**src/toc_pkg.sv**
```systemverilog
// Shared types, constants and the arctangent table of the tilt orientation classifier.
package toc_pkg;

  localparam int SAMPLE_BITS_DEF  = 20;
  localparam int CORDIC_STEPS_DEF = 16;
  localparam int MAX_STEPS        = 24;
  localparam int DATA_W           = 64;
  localparam int ANG_W            = 20;
  localparam int LIMIT_W          = 20;
  localparam int FLAT_W           = 7;
  localparam int CFG_IDX_W        = 2;
  localparam int CFG_DATA_W       = 20;
  localparam int QUEUE_DEPTH      = 2;
  localparam int GAIN_W           = 17;
  localparam logic [GAIN_W-1:0] GAIN_Q16 = 17'd107922;

  localparam logic [LIMIT_W-1:0] MISMATCH_RESET = 20'd100000;
  localparam logic [FLAT_W-1:0]  FLAT_RESET     = 7'd70;

  localparam logic signed [ANG_W-1:0] DEG_10   = 20'sd2560;
  localparam logic signed [ANG_W-1:0] DEG_45   = 20'sd11520;
  localparam logic signed [ANG_W-1:0] DEG_80   = 20'sd20480;
  localparam logic signed [ANG_W-1:0] DEG_100  = 20'sd25600;
  localparam logic signed [ANG_W-1:0] DEG_135  = 20'sd34560;
  localparam logic signed [ANG_W-1:0] DEG_170  = 20'sd43520;
  localparam logic signed [ANG_W-1:0] DEG_180  = 20'sd46080;
  localparam logic signed [ANG_W-1:0] DEG_360  = 20'sd92160;

  typedef enum logic [CFG_IDX_W-1:0] {
    REG_MISMATCH_LIMIT = 2'd0,
    REG_FLAT_LATITUDE  = 2'd1
  } cfg_reg_t;

  typedef enum logic [2:0] {
    OR_FLAT  = 3'd0,
    OR_UP    = 3'd1,
    OR_DOWN  = 3'd2,
    OR_LEFT  = 3'd3,
    OR_RIGHT = 3'd4
  } orient_t;

  typedef enum logic [1:0] {
    FF_LAPTOP    = 2'd0,
    FF_TABLET    = 2'd1,
    FF_UNDEFINED = 2'd2,
    FF_BORDER    = 2'd3
  } form_t;

  typedef struct packed {
    logic       sample_bad;
    logic [2:0] orientation;
    logic [1:0] form_factor;
    logic       rotate_request;
    logic [1:0] rotation_target;
    logic       keyboard_update;
    logic       keyboard_enable;
  } result_t;

  // round(256 * atan(2^-i)) in degrees
  function automatic logic [13:0] atan_q8(input logic [4:0] i);
    logic [13:0] v;
    case (i)
      5'd0:    v = 14'd11520;
      5'd1:    v = 14'd6801;
      5'd2:    v = 14'd3593;
      5'd3:    v = 14'd1824;
      5'd4:    v = 14'd916;
      5'd5:    v = 14'd458;
      5'd6:    v = 14'd229;
      5'd7:    v = 14'd115;
      5'd8:    v = 14'd57;
      5'd9:    v = 14'd29;
      5'd10:   v = 14'd14;
      5'd11:   v = 14'd7;
      5'd12:   v = 14'd4;
      5'd13:   v = 14'd2;
      5'd14:   v = 14'd1;
      default: v = 14'd0;
    endcase
    return v;
  endfunction

endpackage

```
**src/toc_queue.sv**
```systemverilog
// Small first-in first-out queue of words, show-ahead read.
module toc_queue
  import toc_pkg::*;
#(
  parameter int W     = 8,
  parameter int DEPTH = QUEUE_DEPTH
) (
  input  logic         clk,
  input  logic         rst,
  input  logic         push,
  input  logic [W-1:0] wdata,
  output logic         full,
  input  logic         pop,
  output logic [W-1:0] rdata,
  output logic         empty
);
  localparam int PW = (DEPTH > 1) ? $clog2(DEPTH) : 1;
  localparam int CW = $clog2(DEPTH + 1);

  logic [W-1:0]  mem [DEPTH];
  logic [PW-1:0] wptr, rptr;
  logic [CW-1:0] count;
  logic          do_push, do_pop;

  assign full    = (count == CW'(DEPTH));
  assign empty   = (count == '0);
  assign do_push = push && !full;
  assign do_pop  = pop && !empty;
  assign rdata   = mem[rptr];

  always_ff @(posedge clk) begin
    if (do_push) begin
      mem[wptr] <= wdata;
    end
  end

  always_ff @(posedge clk) begin
    if (rst) begin
      wptr  <= '0;
      rptr  <= '0;
      count <= '0;
    end else begin
      if (do_push) begin
        wptr <= (wptr == PW'(DEPTH - 1)) ? '0 : wptr + 1'b1;
      end
      if (do_pop) begin
        rptr <= (rptr == PW'(DEPTH - 1)) ? '0 : rptr + 1'b1;
      end
      case ({do_push, do_pop})
        2'b10:   count <= count + 1'b1;
        2'b01:   count <= count - 1'b1;
        default: count <= count;
      endcase
    end
  end
endmodule

```
**src/toc_front.sv**
```systemverilog
// Front end: pair mismatch check and pair sums of one reading.
module toc_front
  import toc_pkg::*;
#(
  parameter int SAMPLE_BITS = SAMPLE_BITS_DEF
) (
  input  logic signed [SAMPLE_BITS-1:0]   first_axis  [6],
  input  logic signed [SAMPLE_BITS-1:0]   second_axis [6],
  input  logic        [LIMIT_W-1:0]       mismatch_limit,
  output logic                            bad,
  output logic signed [SAMPLE_BITS:0]     sums [6]
);
  localparam int SW = SAMPLE_BITS + 1;
  localparam int KW = (SW > LIMIT_W) ? SW : LIMIT_W;

  always_comb begin
    logic signed [SW-1:0] a, b, d;
    logic [KW-1:0]        dabs;
    bad = 1'b0;
    for (int j = 0; j < 6; j++) begin
      a = SW'(first_axis[j]);
      b = SW'(second_axis[j]);
      d = a - b;
      dabs = KW'(unsigned'(d[SW-1] ? -d : d));
      if (dabs > KW'(mismatch_limit)) begin
        bad = 1'b1;
      end
      sums[j] = a + b;
    end
  end
endmodule

```
**src/toc_cordic.sv**
```systemverilog
// Iterative vectoring CORDIC: Q8 degree angle and gain-scaled magnitude.
module toc_cordic
  import toc_pkg::*;
#(
  parameter int CORDIC_STEPS = CORDIC_STEPS_DEF
) (
  input  logic                     clk,
  input  logic                     rst,
  input  logic                     start,
  input  logic signed [DATA_W-1:0] x_in,
  input  logic signed [DATA_W-1:0] y_in,
  output logic                     done,
  output logic signed [ANG_W-1:0]  angle,
  output logic signed [DATA_W-1:0] mag
);
  localparam int N = (CORDIC_STEPS > MAX_STEPS) ? MAX_STEPS : CORDIC_STEPS;

  logic                     busy;
  logic [4:0]               step;
  logic signed [DATA_W-1:0] x, y;
  logic signed [ANG_W-1:0]  a;
  logic signed [DATA_W-1:0] dx, dy;
  logic signed [ANG_W-1:0]  da;

  assign dx    = y >>> step;
  assign dy    = x >>> step;
  assign da    = ANG_W'(atan_q8(step));
  assign angle = a;
  assign mag   = x;

  always_ff @(posedge clk) begin
    if (rst) begin
      busy <= 1'b0;
      done <= 1'b0;
      step <= '0;
    end else begin
      done <= 1'b0;
      if (start && !busy) begin
        step <= '0;
        if (x_in == '0 && y_in == '0) begin
          done <= 1'b1;
        end else begin
          busy <= 1'b1;
        end
      end else if (busy) begin
        step <= step + 1'b1;
        if (step == 5'(N - 1)) begin
          busy <= 1'b0;
          done <= 1'b1;
        end
      end
    end
  end

  always_ff @(posedge clk) begin
    if (start && !busy) begin
      if (x_in == '0 && y_in == '0) begin
        x <= '0;
        y <= '0;
        a <= '0;
      end else if (x_in[DATA_W-1]) begin
        // left half plane: mirror and start from half a turn
        x <= -x_in;
        y <= -y_in;
        a <= y_in[DATA_W-1] ? -DEG_180 : DEG_180;
      end else begin
        x <= x_in;
        y <= y_in;
        a <= '0;
      end
    end else if (busy) begin
      if (!y[DATA_W-1]) begin
        x <= x + dx;
        y <= y - dy;
        a <= a + da;
      end else begin
        x <= x - dx;
        y <= y + dy;
        a <= a - da;
      end
    end
  end
endmodule

```
**src/toc_back.sv**
```systemverilog
// Back end: angle sequencer, classification, class state and result queue.
module toc_back
  import toc_pkg::*;
#(
  parameter int SAMPLE_BITS  = SAMPLE_BITS_DEF,
  parameter int CORDIC_STEPS = CORDIC_STEPS_DEF
) (
  input  logic                          clk,
  input  logic                          rst,
  input  logic                          mid_empty,
  input  logic                          mid_bad,
  input  logic signed [SAMPLE_BITS:0]   mid_sums [6],
  output logic                          mid_pop,
  input  logic [FLAT_W-1:0]             flat_latitude_deg,
  input  logic                          pop,
  output logic                          empty,
  output result_t                       result
);
  localparam int SW    = SAMPLE_BITS + 1;
  localparam int GUARD = 59 - SAMPLE_BITS;
  localparam int PW    = SW + GAIN_W;

  typedef enum logic [6:0] {
    S_IDLE  = 7'b0000001,
    S_LON   = 7'b0000010,
    S_LAT   = 7'b0000100,
    S_TS    = 7'b0001000,
    S_TK    = 7'b0010000,
    S_TILT  = 7'b0100000,
    S_CLASS = 7'b1000000
  } state_t;

  state_t state, state_next;

  logic signed [DATA_W-1:0] sx, sz, kx, kz, zk;
  logic signed [ANG_W-1:0]  lon, lat, ts, tilt;
  logic [2:0]               last_orientation;
  logic [1:0]               last_form_factor;

  logic                     c_start, c_done;
  logic signed [DATA_W-1:0] c_x, c_y, c_mag;
  logic signed [ANG_W-1:0]  c_angle;

  logic                     out_push, out_full;
  result_t                  out_word;

  logic signed [DATA_W-1:0] in_sx, in_sy, in_sz, in_kx, in_kz, in_zk;
  logic [SW-1:0]            zabs;
  logic [PW-1:0]            zprod;
  logic [DATA_W-1:0]        zmag;

  function automatic logic signed [DATA_W-1:0] scale(input logic signed [SW-1:0] s);
    return DATA_W'(s) <<< GUARD;
  endfunction

  // screen axes, keyboard turned about z: x' = y
  assign in_sx = scale(mid_sums[0]);
  assign in_sy = scale(mid_sums[1]);
  assign in_sz = scale(mid_sums[2]);
  assign in_kx = scale(mid_sums[4]);
  assign in_kz = scale(mid_sums[5]);
  assign zabs  = mid_sums[2][SW-1] ? unsigned'(-mid_sums[2]) : unsigned'(mid_sums[2]);
  assign zprod = PW'(zabs) * PW'(GAIN_Q16);
  assign zmag  = DATA_W'(zprod) << (GUARD - 16);
  assign in_zk = mid_sums[2][SW-1] ? -signed'(zmag) : signed'(zmag);

  toc_cordic #(.CORDIC_STEPS(CORDIC_STEPS)) u_cordic (
    .clk   (clk),
    .rst   (rst),
    .start (c_start),
    .x_in  (c_x),
    .y_in  (c_y),
    .done  (c_done),
    .angle (c_angle),
    .mag   (c_mag)
  );

  // classification of the finished angles
  logic signed [ANG_W-1:0] alon, lat_lim, tilt_raw, tilt_wrap;
  logic [2:0]              orient;
  logic [1:0]              ff;
  logic                    rot_req, kb_upd;

  assign tilt_raw = ts - c_angle;
  always_comb begin
    tilt_wrap = tilt_raw;
    if (tilt_raw > DEG_180) begin
      tilt_wrap = tilt_raw - DEG_360;
    end else if (tilt_raw < -DEG_180) begin
      tilt_wrap = tilt_raw + DEG_360;
    end
  end

  assign alon    = lon[ANG_W-1] ? -lon : lon;
  assign lat_lim = ANG_W'(flat_latitude_deg) <<< 8;

  always_comb begin
    if (lat > lat_lim || lat < -lat_lim) begin
      orient = OR_FLAT;
    end else if (alon > DEG_135) begin
      orient = OR_UP;
    end else if (alon < DEG_45) begin
      orient = OR_DOWN;
    end else if (lon[ANG_W-1]) begin
      orient = OR_RIGHT;
    end else begin
      orient = OR_LEFT;
    end
    if (alon > DEG_80 && alon < DEG_100) begin
      ff = FF_UNDEFINED;
    end else if (tilt > -DEG_170 && tilt < -DEG_10) begin
      ff = FF_LAPTOP;
    end else if (tilt > DEG_10 || tilt <= -DEG_170) begin
      ff = FF_TABLET;
    end else begin
      ff = FF_BORDER;
    end
  end

  assign rot_req = (orient != OR_FLAT) && (orient != last_orientation);
  assign kb_upd  = (ff == FF_LAPTOP || ff == FF_TABLET) && (ff != last_form_factor);

  always_comb begin
    state_next = state;
    mid_pop    = 1'b0;
    out_push   = 1'b0;
    out_word   = '0;
    c_start    = 1'b0;
    c_x        = sx;
    c_y        = sz;
    case (state)
      S_IDLE: begin
        if (!mid_empty && !out_full) begin
          mid_pop = 1'b1;
          if (mid_bad) begin
            out_push            = 1'b1;
            out_word.sample_bad = 1'b1;
          end else begin
            c_start    = 1'b1;
            c_x        = in_sx;
            c_y        = in_sy;
            state_next = S_LON;
          end
        end
      end
      S_LON: begin
        if (c_done) begin
          c_start    = 1'b1;
          c_x        = c_mag;
          c_y        = zk;
          state_next = S_LAT;
        end
      end
      S_LAT: begin
        if (c_done) begin
          c_start    = 1'b1;
          state_next = S_TS;
        end
      end
      S_TS: begin
        if (c_done) begin
          c_start    = 1'b1;
          c_x        = kx;
          c_y        = kz;
          state_next = S_TK;
        end
      end
      S_TK: begin
        if (c_done) begin
          state_next = S_TILT;
        end
      end
      S_TILT: begin
        state_next = S_CLASS;
      end
      S_CLASS: begin
        out_push                 = 1'b1;
        out_word.orientation     = orient;
        out_word.form_factor     = ff;
        out_word.rotate_request  = rot_req;
        out_word.rotation_target = rot_req ? 2'(orient - 3'd1) : 2'd0;
        out_word.keyboard_update = kb_upd;
        out_word.keyboard_enable = kb_upd && (ff == FF_LAPTOP);
        state_next               = S_IDLE;
      end
      default: state_next = S_IDLE;
    endcase
  end

  always_ff @(posedge clk) begin
    if (rst) begin
      state            <= S_IDLE;
      last_orientation <= OR_FLAT;
      last_form_factor <= FF_UNDEFINED;
    end else begin
      state <= state_next;
      if (state == S_CLASS) begin
        if (rot_req) begin
          last_orientation <= orient;
        end
        if (kb_upd) begin
          last_form_factor <= ff;
        end
      end
    end
  end

  always_ff @(posedge clk) begin
    if (state == S_IDLE) begin
      sx <= in_sx;
      sz <= in_sz;
      kx <= in_kx;
      kz <= in_kz;
      zk <= in_zk;
    end
    if (state == S_LON && c_done) begin
      lon <= c_angle;
    end
    if (state == S_LAT && c_done) begin
      lat <= c_angle;
    end
    if (state == S_TS && c_done) begin
      ts <= c_angle;
    end
    if (state == S_TK && c_done) begin
      tilt <= tilt_wrap;
    end
  end

  toc_queue #(.W($bits(result_t)), .DEPTH(QUEUE_DEPTH)) u_out_q (
    .clk   (clk),
    .rst   (rst),
    .push  (out_push),
    .wdata (out_word),
    .full  (out_full),
    .pop   (pop),
    .rdata (result),
    .empty (empty)
  );
endmodule

```
**src/tilt_orientation_classifier.sv**
```systemverilog
// Top level of the tilt orientation classifier.
//
// Input channel: one word is a reading of four accelerometers (screen and
// keyboard pair, three axes each); it is taken on a clock edge with push
// high and full low. The front end checks the pairs and forms pair sums in
// the same cycle and parks the word in a two-entry queue.
// Result channel: the oldest result sits on the result ports while empty is
// low and is taken on an edge with pop high. A stalled receiver only fills
// the two-entry result queue; after that the back end waits, the middle
// queue fills and full goes high.
// Flow: a bad sample enters the result queue on the same edge that takes
// it out of the middle queue. A good sample runs four CORDIC passes on one
// shared iterative unit (a zero vector skips the iterations), then tilt wrap,
// classification and the return to idle; only then does the back end take
// the next sample from the middle queue.
// Config channel: cfg_ready is always high; writes take effect at once;
// they must be made only while the block is idle; the block does not check.
// Index 0 mismatch_limit, index 1 flat_latitude_deg, others ignored.
// Reset (rst, synchronous): queues empty, registers to 100000 and 70,
// last orientation flat, last form factor undefined.
module tilt_orientation_classifier
  import toc_pkg::*;
#(
  parameter int SAMPLE_BITS  = SAMPLE_BITS_DEF,
  parameter int CORDIC_STEPS = CORDIC_STEPS_DEF
) (
  input  logic                          clk,
  input  logic                          rst,
  input  logic                          push,
  output logic                          full,
  input  logic signed [SAMPLE_BITS-1:0] screen_first_x,
  input  logic signed [SAMPLE_BITS-1:0] screen_first_y,
  input  logic signed [SAMPLE_BITS-1:0] screen_first_z,
  input  logic signed [SAMPLE_BITS-1:0] keyboard_first_x,
  input  logic signed [SAMPLE_BITS-1:0] keyboard_first_y,
  input  logic signed [SAMPLE_BITS-1:0] keyboard_first_z,
  input  logic signed [SAMPLE_BITS-1:0] screen_second_x,
  input  logic signed [SAMPLE_BITS-1:0] screen_second_y,
  input  logic signed [SAMPLE_BITS-1:0] screen_second_z,
  input  logic signed [SAMPLE_BITS-1:0] keyboard_second_x,
  input  logic signed [SAMPLE_BITS-1:0] keyboard_second_y,
  input  logic signed [SAMPLE_BITS-1:0] keyboard_second_z,
  output logic                          empty,
  input  logic                          pop,
  output logic                          sample_bad,
  output logic [2:0]                    orientation,
  output logic [1:0]                    form_factor,
  output logic                          rotate_request,
  output logic [1:0]                    rotation_target,
  output logic                          keyboard_update,
  output logic                          keyboard_enable,
  input  logic                          cfg_valid,
  output logic                          cfg_ready,
  input  logic [CFG_IDX_W-1:0]          cfg_index,
  input  logic [CFG_DATA_W-1:0]         cfg_data
);
  localparam int SW = SAMPLE_BITS + 1;
  localparam int MW = 1 + 6 * SW;

  logic [LIMIT_W-1:0] mismatch_limit;
  logic [FLAT_W-1:0]  flat_latitude_deg;

  assign cfg_ready = 1'b1;

  always_ff @(posedge clk) begin
    if (rst) begin
      mismatch_limit    <= MISMATCH_RESET;
      flat_latitude_deg <= FLAT_RESET;
    end else if (cfg_valid && cfg_ready) begin
      case (cfg_index)
        REG_MISMATCH_LIMIT: mismatch_limit    <= cfg_data[LIMIT_W-1:0];
        REG_FLAT_LATITUDE:  flat_latitude_deg <= cfg_data[FLAT_W-1:0];
        default: ;
      endcase
    end
  end

  logic signed [SAMPLE_BITS-1:0] first_axis  [6];
  logic signed [SAMPLE_BITS-1:0] second_axis [6];
  logic signed [SW-1:0]          f_sums [6];
  logic signed [SW-1:0]          m_sums [6];
  logic                          f_bad;
  logic [MW-1:0]                 mid_in, mid_out;
  logic                          mid_empty, mid_pop;
  result_t                       result;

  assign first_axis  = '{screen_first_x, screen_first_y, screen_first_z,
                         keyboard_first_x, keyboard_first_y, keyboard_first_z};
  assign second_axis = '{screen_second_x, screen_second_y, screen_second_z,
                         keyboard_second_x, keyboard_second_y, keyboard_second_z};

  toc_front #(.SAMPLE_BITS(SAMPLE_BITS)) u_front (
    .first_axis     (first_axis),
    .second_axis    (second_axis),
    .mismatch_limit (mismatch_limit),
    .bad            (f_bad),
    .sums           (f_sums)
  );

  // middle queue word: bad flag over the six pair sums
  always_comb begin
    mid_in[MW-1] = f_bad;
    for (int j = 0; j < 6; j++) begin
      mid_in[j*SW +: SW] = f_sums[j];
      m_sums[j]          = mid_out[j*SW +: SW];
    end
  end

  toc_queue #(.W(MW), .DEPTH(QUEUE_DEPTH)) u_mid_q (
    .clk   (clk),
    .rst   (rst),
    .push  (push),
    .wdata (mid_in),
    .full  (full),
    .pop   (mid_pop),
    .rdata (mid_out),
    .empty (mid_empty)
  );

  toc_back #(.SAMPLE_BITS(SAMPLE_BITS), .CORDIC_STEPS(CORDIC_STEPS)) u_back (
    .clk               (clk),
    .rst               (rst),
    .mid_empty         (mid_empty),
    .mid_bad           (mid_out[MW-1]),
    .mid_sums          (m_sums),
    .mid_pop           (mid_pop),
    .flat_latitude_deg (flat_latitude_deg),
    .pop               (pop),
    .empty             (empty),
    .result            (result)
  );

  assign sample_bad      = result.sample_bad;
  assign orientation     = result.orientation;
  assign form_factor     = result.form_factor;
  assign rotate_request  = result.rotate_request;
  assign rotation_target = result.rotation_target;
  assign keyboard_update = result.keyboard_update;
  assign keyboard_enable = result.keyboard_enable;
endmodule

```
**config.mk**
```make
export PLATFORM = sky130hd
export DESIGN_NAME = tilt_orientation_classifier
export DESIGN_NICKNAME = d
export VERILOG_FILES = /design/src/toc_pkg.sv /design/src/toc_queue.sv /design/src/toc_front.sv /design/src/toc_cordic.sv /design/src/toc_back.sv /design/src/tilt_orientation_classifier.sv
export SDC_FILE = /design/constraint.sdc
export NUM_CORES = 2
export LEC_CHECK = 0
export ABC_AREA = 1
export BUFFER_PORTS_ARGS = -buffer_cell sky130_fd_sc_hd__buf_2
export CAP_MARGIN = 25
export CORE_UTILIZATION = 50
export CTS_BUF_LIST = sky130_fd_sc_hd__clkbuf_16
export DETAILED_ROUTE_END_ITERATION = 8
export PLACE_DENSITY = 0.67
export SKIP_LAST_GASP = 1
export SLEW_MARGIN = 40
export SYNTH_ARGS = -nofsm -noshare
export SYNTH_HDL_FRONTEND = slang
export SYNTH_SLANG_ARGS = --single-unit
```
**constraint.sdc**
```tcl
create_clock -name clk -period 8.25 [get_ports clk]
set_input_delay 1.65 -clock clk [delete_from_list [all_inputs] [get_ports clk]]
set_output_delay 1.65 -clock clk [all_outputs]
set_load 0.02 [all_outputs]
```
==> reports/metrics.yaml <==
synthesis:
  syn_avg_cell_area_um2: 6.82
  synth_async_sr_flop_share: 0
  synth_area_leaders: "edfxtp_1 23%, nand2_1 14%, ha_1 12%"
  ys.flop_type: "edfxtp_1"
  yosysTopAreaCell: "edfxtp_1"
  ys_seq_elements: 654
  synth_cell_types: 78
  synth_seq_area_share: 0.247
  netlist.area_leader.share: 0.228
  synth_nets: 12400
  yosys_warnings: 0
  netlist_instances: 11300
  ys_top_cells_by_count: "2779 x nand2_1, 1552 x inv_1, 1074 x nor2_1"
  synth_edf_count: 584
  syn_area_um2: 76800
  synth_most_common_cell: "nand2_1"
floorplan:
  die_w_um: 394
  die_h_um: 394
  start_util: 0.505
  core-area_um2: 152000
  io_pins: 281
  die_area_um2: 155000
  placementRows: 143
grt:
  grt_usage: 0.345
  grt_pass1_vias: 71300
  grt_start_max_net_pins: 96
  grt_pass1_wl_mm: 418
  antenna_found_initial: 17
  gr-total-overflow: 0
layout:
  drive_above_1_share: 0.0760
  fin_nets: 12500
  areaGrowthSynthToFinish_pct: 7.84
  fillers: 15200
  regArea_um2: 19000
  multi_input_area_um2: 50300
route:
  drtIter0Drc: 8000
  wl_per_cell_um: 20.4
  via_per_inst: 5.64
  wirelength_mm: 275
  ant_nets: 0
  vias: 76000
  drt_pass1_iterations: 7
  drc: 0
worst_setup_path:
  end_kind: "flop"
  worst_ep_arrival_time_ns: 8.37
  reg2reg_depth: 40
  path_class: "flop to flop"
  start_kind: "flop"
  crit_buf_inv: 9
  cpMostUsedCell: "nand2_1"
  worstPathRequired_ns: 8.71
  slowest_stage: "fa_1"
  path_max_fanout: 14
  r2r_end: "u_back.zk[53]"
  slowest_delay_ns: 0.53
  critical-path-top-delay-family: "adder cells"
  rrSetupSlack_ns: 0.34
timing:
  setup_viol: 0
  clock_skew_ns: 0.0386
  worst_slew_pin_slew_ns: 0.926
  final_hold_viol_count: 0
  setup_tns_ns: 0
  relSlewSlack: 0.382
  finalCritPeriodShare: 0.958
  min_period_ns: 7.91
  fmax_mhz: 126
  slew_viol_final: 0
  timing.hold.ws_ns: 0.466
clock_tree:
  cts.sinks: 654
  htreeDepth: 3
  cts_buffer_depth: 3
  postCtsHoldBufs: 0
  clk_pin_slew_worst_paths_ns: 0.06
  cts_buffers: 80
  worstSkewPairLatency_ns: 0.73
  root_buffer: "clkbuf_16"
  cts_tree: "built"
worst_hold_path:
  whs_endpoint: "u_back.u_out_q.rptr"
  worstHoldStart: "u_back.u_out_q.rptr"
  hp-class: "flop to flop"
  hold-path-cell-count: 1
placement:
  gp_congestion: 1.04
  hpwl_mm: 226
  io_buffers: 279
job:
  drv_cap: 0
run_status:
  status: "complete, no violations"
-- per-stage QoR --
step	utilization	instances	setup WS [ns]	cell area, um2
final	0.544	13500	0.344	82800
after global routing	0.544	13500	-0.101	82800
after global placement	0.524	13300	0.0678	79800
after floorplan	-	11300	0.621	76800
after CTS	0.543	13500	0.105	82600
after detailed placement	0.525	13300	0.0480	79800
-- registers in the layout, summed over array words and instances (netlist names), 3 cells and up, named ones only --
register                 flops
mismatch_limit              20
u_back.last_orientation      3
flat_latitude_deg            7
u_back.sx                   21
u_back.sz                   19
u_back.lat                  20
u_back.u_cordic.mag         64
u_back.tilt                 20
u_back.u_out_q.mem          22
u_back.zk                   40
u_back.u_cordic.step         5
u_back.ts                   20
u_back.u_cordic.angle       20
u_back.lon                  20
u_back.kz                   21
u_back.u_cordic.y           64
u_back.state                 7
u_mid_q.mem                212
u_back.kx                   21
-- cell families (layout without fill, tap and decap cells) --
kind of cell    after synthesis  in the layout  synth area share
compound gates             1818           1818             0.133
mux                          30             30           0.00409
other cells                   1              8         0.0000489
buf+inv                    1932           2127             0.101
simple gates               5384           5384             0.299
xor+xnor                    608            608            0.0695
flops                       654            654             0.247
fa+ha+maj                   834            834             0.146
-- worst max-delay path by stage --
| stage | from | endpoint | slack (ns) | cells after the start |
|---|---|---|---|---|
| final | flop | u_back.zk[53] | 0.34 | 40 |
| after detailed placement | flop | u_back.zk[55] | 0.05 | 40 |
| after global placement | flop | u_back.zk[57] | 0.07 | 41 |
| after CTS | flop | u_back.zk[62] | 0.10 | 41 |
| after floorplan | flop | u_back.zk[55] | 0.62 | 43 |
| after global routing | flop | u_back.zk[55] | -0.10 | 41 |
-- timing repair --
item | in CTS | in global routing
gates resized for setup | 0 | 50
pin swaps | 1 | 3
buffers inserted | 2 | 1
setup endpoints to repair | 2 | 21
-- layout make-up --
type / instances / share of cell area
flip-flops and latches: 654 / 0.229
repair buffers: 383 / 0.0268
well taps: 2030 / 0.0307
clock buffers: 82 / 0.0248
clock inverters: 66 / 0.00804
inverters: 1596 / 0.0727
multi-input cells: 8675 / 0.608
diodes: 7 / 0.000212
-- metal layers --
metal	up-vias	part of all wire	track usage
li1	37300	-	-
met1	35300	0.45	0.484
met2	2920	0.43	0.538
met3	444	0.073	0.0482
met4	20	0.041	0.127
met5	-	0.00045	0
-- cells in the final DEF, fill, tap and decap left out, types with 128 or more instances in the layout --
cell type,count
a21oi_1,691
buf_2,279
edfxtp_1,584
ha_1,728
inv_1,1557
nand2_1,2775
nand3_1,949
nand4_1,140
nor2_1,1057
nor3_1,128
o21ai_0,547
o21ai_1,158
xor2_1,496
Power is left out: the tool's default activity adds up to more than one toggle a clock period on the data nets, which glitch-free logic cannot reach.
